==> src/design/act_pkg.sv <==
// ----------------------------------------------------------------------------
// act_pkg
// Shared types, character codes, token kinds and classifier functions for the
// assembly character tokenizer.
// ----------------------------------------------------------------------------
package act_pkg;

    localparam int LINE_WIDTH_DEF   = 16;
    localparam int COLUMN_WIDTH_DEF = 16;
    localparam int LENGTH_WIDTH_DEF = 8;

    localparam int CFG_DATA_W = 16;
    localparam int KIND_W     = 4;

    // configuration register indexes
    localparam logic CFG_FIRST_LINE   = 1'b0;
    localparam logic CFG_FIRST_COLUMN = 1'b1;

    // token kinds
    localparam logic [KIND_W-1:0] KIND_END     = 4'd0;
    localparam logic [KIND_W-1:0] KIND_NEWLINE = 4'd1;
    localparam logic [KIND_W-1:0] KIND_COMMA   = 4'd2;
    localparam logic [KIND_W-1:0] KIND_COLON   = 4'd3;
    localparam logic [KIND_W-1:0] KIND_LPAREN  = 4'd4;
    localparam logic [KIND_W-1:0] KIND_RPAREN  = 4'd5;
    localparam logic [KIND_W-1:0] KIND_UNKNOWN = 4'd6;
    localparam logic [KIND_W-1:0] KIND_REG     = 4'd7;
    localparam logic [KIND_W-1:0] KIND_FPREG   = 4'd8;
    localparam logic [KIND_W-1:0] KIND_DIR     = 4'd9;
    localparam logic [KIND_W-1:0] KIND_IDENT   = 4'd10;
    localparam logic [KIND_W-1:0] KIND_INT     = 4'd11;
    localparam logic [KIND_W-1:0] KIND_FLOAT   = 4'd12;

    // character codes
    localparam logic [7:0] CH_DOLLAR = 8'h24;
    localparam logic [7:0] CH_HASH   = 8'h23;
    localparam logic [7:0] CH_UNDER  = 8'h5F;
    localparam logic [7:0] CH_MINUS  = 8'h2D;
    localparam logic [7:0] CH_F      = 8'h66;
    localparam logic [7:0] CH_X      = 8'h78;
    localparam logic [7:0] CH_XU     = 8'h58;
    localparam logic [7:0] CH_DOT    = 8'h2E;
    localparam logic [7:0] CH_ZERO   = 8'h30;
    localparam logic [7:0] CH_NL     = 8'h0A;
    localparam logic [7:0] CH_COMMA  = 8'h2C;
    localparam logic [7:0] CH_COLON  = 8'h3A;
    localparam logic [7:0] CH_LPAR   = 8'h28;
    localparam logic [7:0] CH_RPAR   = 8'h29;
    localparam logic [7:0] CH_SPACE  = 8'h20;
    localparam logic [7:0] CH_TAB    = 8'h09;
    localparam logic [7:0] CH_CR     = 8'h0D;
    localparam logic [7:0] CH_FF     = 8'h0C;
    localparam logic [7:0] CH_VT     = 8'h0B;

    typedef enum logic [3:0] {
        M_IDLE    = 4'd0,
        M_COMMENT = 4'd1,
        M_REG     = 4'd2,
        M_DIR     = 4'd3,
        M_IDENT   = 4'd4,
        M_MINUS   = 4'd5,
        M_ZERO    = 4'd6,
        M_DEC     = 4'd7,
        M_HEXPFX  = 4'd8,
        M_HEX     = 4'd9
    } t_scan_mode;

    // queue write request: slot 1 is only valid together with slot 0
    typedef struct packed {
        logic v0;
        logic v1;
    } t_push;

    function automatic logic is_digit(input logic [7:0] c);
        return (c >= 8'h30) && (c <= 8'h39);
    endfunction

    function automatic logic is_alpha(input logic [7:0] c);
        return ((c >= 8'h61) && (c <= 8'h7A)) || ((c >= 8'h41) && (c <= 8'h5A));
    endfunction

    function automatic logic is_word(input logic [7:0] c);
        return is_alpha(c) || is_digit(c) || (c == CH_UNDER);
    endfunction

    function automatic logic is_hex(input logic [7:0] c);
        return is_digit(c) || ((c >= 8'h61) && (c <= 8'h66)) || ((c >= 8'h41) && (c <= 8'h46));
    endfunction

    function automatic logic is_blank(input logic [7:0] c);
        return (c == CH_SPACE) || (c == CH_TAB) || (c == CH_CR) || (c == CH_FF) || (c == CH_VT);
    endfunction

endpackage

==> src/design/act_scan.sv <==
// ----------------------------------------------------------------------------
// act_scan
// Lexer state and one-character step: updates mode, counters and pending
// token, and produces up to two compacted token descriptors.
// ----------------------------------------------------------------------------
module act_scan #(
    parameter int LINE_WIDTH   = act_pkg::LINE_WIDTH_DEF,
    parameter int COLUMN_WIDTH = act_pkg::COLUMN_WIDTH_DEF,
    parameter int LENGTH_WIDTH = act_pkg::LENGTH_WIDTH_DEF,
    localparam int TOK_W = act_pkg::KIND_W + LINE_WIDTH + COLUMN_WIDTH + LENGTH_WIDTH + 1
) (
    input  logic                          i_clk,
    input  logic                          i_rst_n,
    input  logic                          i_step,
    input  logic [7:0]                    i_char,
    input  logic                          i_end,
    input  logic                          i_cfg_we,
    input  logic                          i_cfg_index,
    input  logic [act_pkg::CFG_DATA_W-1:0] i_cfg_data,
    output act_pkg::t_push                o_push,
    output logic [TOK_W-1:0]              o_tok0,   // {last, length, column, line, kind}
    output logic [TOK_W-1:0]              o_tok1
);

    localparam logic [LINE_WIDTH-1:0]   LINE_MAX = {LINE_WIDTH{1'b1}};
    localparam logic [COLUMN_WIDTH-1:0] COL_MAX  = {COLUMN_WIDTH{1'b1}};
    localparam logic [LENGTH_WIDTH-1:0] LEN_MAX  = {LENGTH_WIDTH{1'b1}};

    act_pkg::t_scan_mode        r_mode, n_mode;
    logic [LINE_WIDTH-1:0]      r_line, n_line;
    logic [COLUMN_WIDTH-1:0]    r_col, n_col;
    logic [LINE_WIDTH-1:0]      r_sline, n_sline;
    logic [COLUMN_WIDTH-1:0]    r_scol, n_scol;
    logic [LENGTH_WIDTH-1:0]    r_plen, n_plen;
    logic                       r_dot, n_dot;
    logic [1:0]                 r_frp, n_frp;

    logic                       w_ext_ok;
    act_pkg::t_scan_mode        w_ext_mode;
    logic                       w_ext_dot;
    logic [1:0]                 w_ext_frp;
    logic                       w_active;
    logic                       w_bad_dot;
    logic                       w_do_flush;
    logic                       w_run_idle;
    logic [act_pkg::KIND_W-1:0] w_flush_kind;
    logic                       w_starts;
    act_pkg::t_scan_mode        w_start_mode;
    logic                       w_punct;
    logic [act_pkg::KIND_W-1:0] w_punct_kind;
    logic                       w_b_valid;
    logic [TOK_W-2:0]           w_tok_a, w_tok_b;
    logic [31:0]                w_cfg32;
    logic [LINE_WIDTH-1:0]      w_cfg_line;
    logic [COLUMN_WIDTH-1:0]    w_cfg_col;

    // extension of the pending token
    always_comb begin
        w_ext_ok   = 1'b0;
        w_ext_mode = r_mode;
        w_ext_dot  = r_dot;
        w_ext_frp  = r_frp;
        case (r_mode)
            act_pkg::M_REG: begin
                w_ext_ok = act_pkg::is_word(i_char);
                if (r_plen == LENGTH_WIDTH'(1) && i_char == act_pkg::CH_F) begin
                    w_ext_frp = 2'd1;
                end else if (r_frp == 2'd1 && r_plen == LENGTH_WIDTH'(2)
                             && act_pkg::is_digit(i_char)) begin
                    w_ext_frp = 2'd2;
                end
            end
            act_pkg::M_DIR: w_ext_ok = act_pkg::is_word(i_char);
            act_pkg::M_IDENT: w_ext_ok = act_pkg::is_word(i_char) || (i_char == act_pkg::CH_DOT);
            act_pkg::M_MINUS: begin
                w_ext_ok   = act_pkg::is_digit(i_char);
                w_ext_mode = (i_char == act_pkg::CH_ZERO) ? act_pkg::M_ZERO : act_pkg::M_DEC;
            end
            act_pkg::M_ZERO: begin
                if (i_char == act_pkg::CH_X || i_char == act_pkg::CH_XU) begin
                    w_ext_ok   = 1'b1;
                    w_ext_mode = act_pkg::M_HEXPFX;
                end else if (act_pkg::is_digit(i_char)) begin
                    w_ext_ok   = 1'b1;
                    w_ext_mode = act_pkg::M_DEC;
                end else if (i_char == act_pkg::CH_DOT) begin
                    w_ext_ok   = 1'b1;
                    w_ext_mode = act_pkg::M_DEC;
                    w_ext_dot  = 1'b1;
                end
            end
            act_pkg::M_DEC: begin
                if (i_char == act_pkg::CH_DOT) begin
                    w_ext_ok  = !r_dot;
                    w_ext_dot = 1'b1;
                end else begin
                    w_ext_ok = act_pkg::is_digit(i_char);
                end
            end
            act_pkg::M_HEXPFX, act_pkg::M_HEX: begin
                w_ext_ok   = act_pkg::is_hex(i_char);
                w_ext_mode = act_pkg::M_HEX;
            end
            default: w_ext_ok = 1'b0;
        endcase
    end

    // kind of the pending token when it is closed
    always_comb begin
        case (r_mode)
            act_pkg::M_REG:
                w_flush_kind = (r_frp == 2'd2) ? act_pkg::KIND_FPREG : act_pkg::KIND_REG;
            act_pkg::M_DIR:
                w_flush_kind = (r_plen >= LENGTH_WIDTH'(2)) ? act_pkg::KIND_DIR
                                                             : act_pkg::KIND_UNKNOWN;
            act_pkg::M_IDENT: w_flush_kind = act_pkg::KIND_IDENT;
            act_pkg::M_ZERO, act_pkg::M_HEX: w_flush_kind = act_pkg::KIND_INT;
            act_pkg::M_DEC:
                w_flush_kind = w_bad_dot ? act_pkg::KIND_UNKNOWN
                             : (r_dot ? act_pkg::KIND_FLOAT : act_pkg::KIND_INT);
            default: w_flush_kind = act_pkg::KIND_UNKNOWN;
        endcase
    end

    // classification of a character seen from idle
    always_comb begin
        w_starts     = 1'b1;
        w_start_mode = act_pkg::M_IDENT;
        w_punct      = 1'b0;
        w_punct_kind = act_pkg::KIND_UNKNOWN;
        if (act_pkg::is_blank(i_char) || i_char == act_pkg::CH_HASH) begin
            w_starts = 1'b0;
        end else if (i_char == act_pkg::CH_DOLLAR) begin
            w_start_mode = act_pkg::M_REG;
        end else if (i_char == act_pkg::CH_DOT) begin
            w_start_mode = act_pkg::M_DIR;
        end else if (act_pkg::is_alpha(i_char) || i_char == act_pkg::CH_UNDER) begin
            w_start_mode = act_pkg::M_IDENT;
        end else if (i_char == act_pkg::CH_MINUS) begin
            w_start_mode = act_pkg::M_MINUS;
        end else if (i_char == act_pkg::CH_ZERO) begin
            w_start_mode = act_pkg::M_ZERO;
        end else if (act_pkg::is_digit(i_char)) begin
            w_start_mode = act_pkg::M_DEC;
        end else begin
            w_starts = 1'b0;
            w_punct  = 1'b1;
            case (i_char)
                act_pkg::CH_NL:    w_punct_kind = act_pkg::KIND_NEWLINE;
                act_pkg::CH_COMMA: w_punct_kind = act_pkg::KIND_COMMA;
                act_pkg::CH_COLON: w_punct_kind = act_pkg::KIND_COLON;
                act_pkg::CH_LPAR:  w_punct_kind = act_pkg::KIND_LPAREN;
                act_pkg::CH_RPAR:  w_punct_kind = act_pkg::KIND_RPAREN;
                default:           w_punct_kind = act_pkg::KIND_UNKNOWN;
            endcase
        end
    end

    // the byte beside an end of source is ignored, so it never marks a second dot
    assign w_active   = (r_mode != act_pkg::M_IDLE) && (r_mode != act_pkg::M_COMMENT);
    assign w_bad_dot  = !i_end && (r_mode == act_pkg::M_DEC) && (i_char == act_pkg::CH_DOT)
                      && r_dot;
    assign w_do_flush = w_active && (i_end || !w_ext_ok);
    assign w_run_idle = !i_end && ((r_mode == act_pkg::M_IDLE)
                      || (r_mode == act_pkg::M_COMMENT && i_char == act_pkg::CH_NL)
                      || (w_active && !w_ext_ok));
    assign w_b_valid  = i_end || (w_run_idle && w_punct);

    // configuration values clipped to counter width
    assign w_cfg32    = 32'(i_cfg_data);
    assign w_cfg_line = (w_cfg32 > 32'(LINE_MAX)) ? LINE_MAX : w_cfg32[LINE_WIDTH-1:0];
    assign w_cfg_col  = (w_cfg32 > 32'(COL_MAX)) ? COL_MAX : w_cfg32[COLUMN_WIDTH-1:0];

    always_comb begin
        n_mode  = r_mode;
        n_sline = r_sline;
        n_scol  = r_scol;
        n_plen  = r_plen;
        n_dot   = r_dot;
        n_frp   = r_frp;
        n_line  = r_line;
        n_col   = r_col;
        if (i_end) begin
            n_mode = act_pkg::M_IDLE;
            n_plen = '0;
            n_dot  = 1'b0;
            n_frp  = 2'd0;
        end else if (w_run_idle) begin
            n_plen = '0;
            n_dot  = 1'b0;
            n_frp  = 2'd0;
            if (i_char == act_pkg::CH_HASH) begin
                n_mode = act_pkg::M_COMMENT;
            end else if (w_starts) begin
                n_mode  = w_start_mode;
                n_sline = r_line;
                n_scol  = r_col;
                n_plen  = LENGTH_WIDTH'(1);
            end else begin
                n_mode = act_pkg::M_IDLE;
            end
        end else if (w_active) begin
            n_mode = w_ext_mode;
            n_dot  = w_ext_dot;
            n_frp  = w_ext_frp;
            if (r_plen != LEN_MAX) begin
                n_plen = r_plen + LENGTH_WIDTH'(1);
            end
        end
        // every source character advances the position, saturating at the counter maximum
        if (!i_end) begin
            if (i_char == act_pkg::CH_NL) begin
                n_col = '0;
                if (r_line != LINE_MAX) begin
                    n_line = r_line + LINE_WIDTH'(1);
                end
            end else if (r_col != COL_MAX) begin
                n_col = r_col + COLUMN_WIDTH'(1);
            end
        end
    end

    // descriptors: A is the closed pending token, B the end or single-char token
    assign w_tok_a = {r_plen, r_scol, r_sline, w_flush_kind};
    assign w_tok_b = i_end ? {LENGTH_WIDTH'(0), r_col, r_line, act_pkg::KIND_END}
                           : {LENGTH_WIDTH'(1), r_col, r_line, w_punct_kind};

    always_comb begin
        o_push.v0 = i_step && (w_do_flush || w_b_valid);
        o_push.v1 = i_step && w_do_flush && w_b_valid;
        o_tok0    = w_do_flush ? {!w_b_valid, w_tok_a} : {1'b1, w_tok_b};
        o_tok1    = {1'b1, w_tok_b};
    end

    always_ff @(posedge i_clk) begin
        if (!i_rst_n) begin
            r_mode  <= act_pkg::M_IDLE;
            r_line  <= LINE_WIDTH'(1);
            r_col   <= '0;
            r_sline <= '0;
            r_scol  <= '0;
            r_plen  <= '0;
            r_dot   <= 1'b0;
            r_frp   <= 2'd0;
        end else begin
            if (i_step) begin
                r_mode  <= n_mode;
                r_sline <= n_sline;
                r_scol  <= n_scol;
                r_plen  <= n_plen;
                r_dot   <= n_dot;
                r_frp   <= n_frp;
                r_line  <= n_line;
                r_col   <= n_col;
            end
            if (i_cfg_we) begin
                if (i_cfg_index == act_pkg::CFG_FIRST_LINE) begin
                    r_line <= w_cfg_line;
                end else begin
                    r_col <= w_cfg_col;
                end
            end
        end
    end

endmodule

==> src/design/act_queue.sv <==
// ----------------------------------------------------------------------------
// act_queue
// Four-entry result queue: takes up to two descriptors a cycle, hands out one.
// ----------------------------------------------------------------------------
module act_queue #(
    parameter int DATA_W = 8
) (
    input  logic                  i_clk,
    input  logic                  i_rst_n,
    input  act_pkg::t_push        i_push,
    input  logic [DATA_W-1:0]     i_d0,
    input  logic [DATA_W-1:0]     i_d1,
    output logic                  o_room,   // at least two free entries
    output logic                  o_valid,
    input  logic                  i_ready,
    output logic [DATA_W-1:0]     o_data
);

    localparam int DEPTH = 4;
    localparam int PTR_W = $clog2(DEPTH);

    logic [DATA_W-1:0] r_mem [DEPTH];
    logic [PTR_W-1:0]  r_wr_ptr, r_rd_ptr;
    logic [PTR_W:0]    r_count, n_count;
    logic              w_pop;
    logic [PTR_W-1:0]  w_wr_ptr1;

    assign o_valid   = (r_count != '0);
    assign o_data    = r_mem[r_rd_ptr];
    assign o_room    = (r_count <= (PTR_W+1)'(DEPTH - 2));
    assign w_pop     = o_valid && i_ready;
    assign w_wr_ptr1 = r_wr_ptr + PTR_W'(1);

    always_comb begin
        n_count = r_count + (PTR_W+1)'(i_push.v0) + (PTR_W+1)'(i_push.v1)
                - (PTR_W+1)'(w_pop);
    end

    always_ff @(posedge i_clk) begin
        if (i_push.v0) begin
            r_mem[r_wr_ptr] <= i_d0;
        end
        if (i_push.v1) begin
            r_mem[w_wr_ptr1] <= i_d1;
        end
    end

    always_ff @(posedge i_clk) begin
        if (!i_rst_n) begin
            r_wr_ptr <= '0;
            r_rd_ptr <= '0;
            r_count  <= '0;
        end else begin
            r_wr_ptr <= r_wr_ptr + PTR_W'(i_push.v0) + PTR_W'(i_push.v1);
            if (w_pop) begin
                r_rd_ptr <= r_rd_ptr + PTR_W'(1);
            end
            r_count <= n_count;
        end
    end

endmodule

==> src/design/assembly_char_tokenizer_top.sv <==
// ----------------------------------------------------------------------------
// assembly_char_tokenizer_top
// Assembly source lexer: one byte per request in, token descriptors out.
// ----------------------------------------------------------------------------
// Path: a request that completes a token is held in the input register, is stepped
//   through the scanner and writes the token into the result queue that drives the output.
// Throughput: one byte per cycle while the four-entry result queue holds at most
//   two tokens; above that the input stalls (two-token bytes or output stalls).
// Reset (synchronous, active low): scanner idle, line 1, column 0, queue empty.
// Configuration writes load the line or column counter directly.
module assembly_char_tokenizer_top #(
    parameter int LINE_WIDTH   = act_pkg::LINE_WIDTH_DEF,
    parameter int COLUMN_WIDTH = act_pkg::COLUMN_WIDTH_DEF,
    parameter int LENGTH_WIDTH = act_pkg::LENGTH_WIDTH_DEF,
    localparam int DATA_W  = act_pkg::KIND_W + LINE_WIDTH + COLUMN_WIDTH + LENGTH_WIDTH,
    localparam int TDATA_W = ((DATA_W + 7) / 8) * 8
) (
    input  logic                           i_clk,
    input  logic                           i_rst_n,
    input  logic                           i_s_axis_tvalid,
    output logic                           o_s_axis_tready,
    input  logic [7:0]                     i_s_axis_tdata,   // source_char
    input  logic                           i_s_axis_tuser,   // end_of_source
    output logic                           o_m_axis_tvalid,
    input  logic                           i_m_axis_tready,
    // token_kind, token_line, token_column, token_length, zero fill
    output logic [TDATA_W-1:0]             o_m_axis_tdata,
    output logic                           o_m_axis_tlast,   // last_of_run
    input  logic                           i_cfg_valid,
    output logic                           o_cfg_ready,
    input  logic                           i_cfg_index,
    input  logic [act_pkg::CFG_DATA_W-1:0] i_cfg_data
);

    localparam int TOK_W = DATA_W + 1;

    logic              r_in_valid;
    logic [7:0]        r_in_char;
    logic              r_in_end;
    logic              w_room;
    logic              w_step;
    logic              w_take;
    act_pkg::t_push    w_push;
    logic [TOK_W-1:0]  w_tok0, w_tok1, w_qdata;

    assign w_step          = r_in_valid && w_room;
    assign o_s_axis_tready = !r_in_valid || w_step;
    assign w_take          = i_s_axis_tvalid && o_s_axis_tready;
    assign o_cfg_ready     = 1'b1;

    always_ff @(posedge i_clk) begin
        if (!i_rst_n) begin
            r_in_valid <= 1'b0;
        end else begin
            r_in_valid <= w_take || (r_in_valid && !w_step);
        end
    end

    always_ff @(posedge i_clk) begin
        if (w_take) begin
            r_in_char <= i_s_axis_tdata;
            r_in_end  <= i_s_axis_tuser;
        end
    end

    act_scan #(
        .LINE_WIDTH   (LINE_WIDTH),
        .COLUMN_WIDTH (COLUMN_WIDTH),
        .LENGTH_WIDTH (LENGTH_WIDTH)
    ) u_scan (
        .i_clk       (i_clk),
        .i_rst_n     (i_rst_n),
        .i_step      (w_step),
        .i_char      (r_in_char),
        .i_end       (r_in_end),
        .i_cfg_we    (i_cfg_valid),
        .i_cfg_index (i_cfg_index),
        .i_cfg_data  (i_cfg_data),
        .o_push      (w_push),
        .o_tok0      (w_tok0),
        .o_tok1      (w_tok1)
    );

    act_queue #(
        .DATA_W (TOK_W)
    ) u_queue (
        .i_clk   (i_clk),
        .i_rst_n (i_rst_n),
        .i_push  (w_push),
        .i_d0    (w_tok0),
        .i_d1    (w_tok1),
        .o_room  (w_room),
        .o_valid (o_m_axis_tvalid),
        .i_ready (i_m_axis_tready),
        .o_data  (w_qdata)
    );

    assign o_m_axis_tdata = TDATA_W'(w_qdata[DATA_W-1:0]);
    assign o_m_axis_tlast = w_qdata[DATA_W];

endmodule
==> config.mk <==
export PLATFORM = sky130hd
export DESIGN_NAME = assembly_char_tokenizer_top
export DESIGN_NICKNAME = d
export VERILOG_FILES = /design/src/design/act_pkg.sv /design/src/design/act_scan.sv /design/src/design/act_queue.sv /design/src/design/assembly_char_tokenizer_top.sv
export SDC_FILE = /design/constraint.sdc
export NUM_CORES = 1
export LEC_CHECK = 0
export ABC_AREA = 1
export BUFFER_PORTS_ARGS = -buffer_cell sky130_fd_sc_hd__buf_4
export CAP_MARGIN = 15
export CORE_UTILIZATION = 55
export CTS_BUF_LIST = sky130_fd_sc_hd__clkbuf_4 sky130_fd_sc_hd__clkbuf_8 sky130_fd_sc_hd__clkbuf_16
export CTS_CLUSTER_SIZE = 20
export DETAILED_ROUTE_END_ITERATION = 8
export PLACE_DENSITY = 0.75
export SLEW_MARGIN = 20
export SYNTH_ARGS = -nofsm -noshare
export SYNTH_HDL_FRONTEND = slang
export SYNTH_SLANG_ARGS = --single-unit
==> constraint.sdc <==
create_clock -name i_clk -period 3.4 [get_ports i_clk]
set_input_delay 0.51 -clock i_clk [delete_from_list [all_inputs] [get_ports i_clk]]
set_output_delay 0.51 -clock i_clk [all_outputs]
set_load 0.01 [all_outputs]
==> flow_summary.yaml <==
outcome:
  status: "complete, no violations"
global_routing:
  antenna_found_initial: 0
  grt_pass1_vias: 11860
  grt_max_degree: 91
  gr-usage-all-layers: 0.3004
  gr-total-overflow: 0
  grt_pass1_wl_um: 63070
synthesis:
  yosysTopAreaCell: "edfxtp_1"
  netlist_instances: 1816
  yosysMostFrequentCell: "nand2_1"
  syn_avg_cell_area_um2: 7.972
  ys_seq_area_frac: 0.4902
  synth.distinct_cells: 51
  synth-edff-count: 153
  synth_area_leaders: "edfxtp_1 (32%), dfxtp_1 (17%), nand2_1 (12%), o21ai_0 (6.1%), o21ai_1 (5.0%)"
  synth_top_area_frac: 0.3174
  synth-async-reset-ratio: 0
  yosysWarnings: 0
  ys.flop_type: "edfxtp_1"
  synth_common_cells: "nand2_1 (446), o21ai_0 (175), nor2_1 (169)"
  syn_area_um2: 14480
  yosys_register_bits: 278
floorplan:
  initial_core_util: 0.5587
  core_area_um2: 25910
  io_pins: 83
  die_h_um: 164.2
  rows: 59
  die-area_um2: 26970
  die_x_um: 164.2
clock_network:
  cts_tree: "done"
  clock_path_buffers: 3
  cts-root-buf: "clkbuf_16"
  clkTransAtPathRegs_ps: 60
  htree_levels: 1
  clk_latency_ps: 550
  cts_buffers: 29
  cts_sinks: 278
place:
  port_buffers: 77
  hpwl_um: 26700
  placedCellCount: 2201
  gp_congestion: 0.9193
  detailedPlace.worstSlack_ps: -58.74
critical_path:
  cpMaxStageDelayCell: "fa_2"
  cp_common_cell: "nand2_1"
  path_cells: "inv_2 -> nand2_2 -> nor2_2 -> nand2_1 -> nand2_1 -> nand2_1 -> nand2_1 -> nand3_1 -> nand2_2 -> nand4_4 -> nand2_2 -> nand2_2 -> nand2_4 -> nand2_4 -> nor2_4 -> inv_2 -> ha_4 -> xnor2_2 -> inv_1 -> ha_1 -> o21bai_2 -> fa_2 -> nand2_1 -> inv_1"
  slowest_delay_ps: 520
  cp.arrival_ps: 3730
  critPathRequiredTime_ps: 3880
  worstSetupEndpointType: "register"
  crit_type: "reg -> reg"
  setup.worst_path.start_class: "register"
  crit_fanout: 4
layout:
  fin_cells: 2264
  drive_gt1_frac: 0.1540
  nFillCells: 2209
  num-nets-final: 1948
  n_antenna_cell: 0
  area_delta_synth_final_pct: 16.07
power_and_ir_drop:
  swShare: 0.3268
  clockPowerShare: 0.331
  power_density_nw_per_um2: 608.2
  power_mw: 10.22
  p_comb_frac: 0.280
  p_seq_frac: 0.390
  p_sw_mw: 3.340
  vdd_drop_max_mv: 0.4112
  leakagePower_nw: 6.425
  internal_power_mw: 6.879
route:
  vias: 13139
  firstDrtPassIters: 5
  wire_per_inst_um: 17.92
  drc: 0
  routed_via_density: 5.803
  antenna_left: 0
  wirelength_um: 40570
  drtIter0Drc: 1240
sta:
  slew_headroom: 0.3876
  slew_violations: 0
  period_minus_slack_ps: 3246
  max_freq_ghz: 0.3081
  fin_skew_ps: 14.70
  layout_setup_ws_ps: 153.8
  finalCritPeriodShare: 0.9548
  setup_violations: 0
  tightestPinTransition_ps: 918.6
  timing.setup.tns_ps: 0
  finalHoldViolations: 0
job:
  maxCapViolCount: 0
hold_path:
  worst_hold_path_type: "in -> reg"
-- layout by cell type, fill, tap and decap left out, types with 8 or more instances in the layout --
master,count
nand2_1,434
o21ai_0,173
nor2_1,163
edfxtp_1,153
o21ai_1,147
buf_4,147
dfxtp_1,124
inv_1,109
a21oi_1,88
nand3_1,80
o22ai_1,48
clkbuf_16,31
nor3_1,23
inv_2,20
xor2_1,20
nand2_2,17
nand4_1,11
o211ai_1,9
o21bai_1,9
ha_1,8
clkbuf_4,8
-- cell type report --
type	count	area (um^2)	area share
repair buffers	154	1235	0.07350
inverters	134	505.5	0.03008
multi-input cells	1310	6511	0.3875
clock buffers	43	890.9	0.05302
clock inverters	10	142.6	0.008489
flip-flops and latches	278	7098	0.4224
well taps	335	419.2	0.02495
-- metal layers --
metal / GRT usage / vias to the layer above / part of all wire
met5: 0 / - / 0
met4: 0.09386 / 0 / 0.023
met3: 0.04343 / 78 / 0.10
met2: 0.4691 / 690 / 0.45
met1: 0.4297 / 6012 / 0.42
li1: - / 6359 / -
-- state kept, by name, indices dropped and copies added (netlist names), 2 cells and up, named ones only --
register / flops
u_scan.r_line: 16
u_scan.r_sline: 16
u_scan.r_plen: 8
u_scan.r_frp: 2
u_queue.r_wr_ptr: 2
r_in_char: 8
u_scan.r_col: 16
u_scan.r_scol: 16
u_queue.r_rd_ptr: 2
u_queue.r_count: 3
u_queue.r_mem: 180
u_scan.r_mode: 4
-- worst paths after layout --
check | start | endpoint | slack, ps | cells after the start
max | r_in_char[4] | u_queue.r_count[1] | 150 | 24
min reg2reg | u_queue.r_mem[1][44] | u_queue.r_mem[1][44] | 460 | 2
min | i_s_axis_tdata[2] | r_in_char[2] | 150 | 1
max reg2reg | r_in_char[4] | u_queue.r_count[1] | 150 | 24
-- power groups by stage --
stage / sequential (mW) / clock, mW / combinational, mW
3_5_place_dp: 4.05 / 0 / 2.75
5_1_grt: 4.00 / 3.54 / 3.12
6_report: 3.98 / 3.38 / 2.86
4_1_cts: 3.97 / 3.40 / 2.77
3_3_place_gp: 4.04 / 0 / 2.70
2_1_floorplan: 4.00 / 0 / 1.71
-- repair_timing --
action / in CTS / in global routing
setup buffers: 3 / 6
pin swaps: 1 / 11
endpoints found under the hold margin: 0 / 0
hold buffers: 0 / 0
setup endpoints to repair: 2 / 2
cloned: 0 / 1
resized for setup: 4 / 43
-- metrics by stage --
step           cell area (um^2)  hold slack, ps  utilization
2_1_floorplan             14490           423.6            -
3_3_place_gp              15540           436.6       0.5997
3_5_place_dp              15540           438.6       0.5997
4_1_cts                   16600           132.3       0.6407
5_1_grt                   16800           133.1       0.6485
6_report                  16800           148.6       0.6485
-- cell families (layout without fill, tap and decap cells) --
logic type | after synthesis | after routing | share of synthesized area
buffers and inverters | 232 | 341 | 0.07182
DFF | 278 | 278 | 0.4902
xor gates and xnor gates | 21 | 21 | 0.01271
adders and majority gates | 10 | 10 | 0.009162
other | 2 | 5 | 0.0005188
AOI/OAI and AO/OA | 498 | 498 | 0.1850
and+or+nand+nor | 775 | 776 | 0.2305
-- critical path, delay by kind of cell, from the launching register on --
kind                     cells  cell delay [ps]
AND/OR/NAND/NOR             15             1200
AO/OA/AOI/OAI                1              190
adder cells (fa/ha/maj)      3              960
XOR/XNOR                     1              100
flip-flops                   1              450
buffers and inverters        4              290
Note: power is estimated with default switching activity, not from simulation.
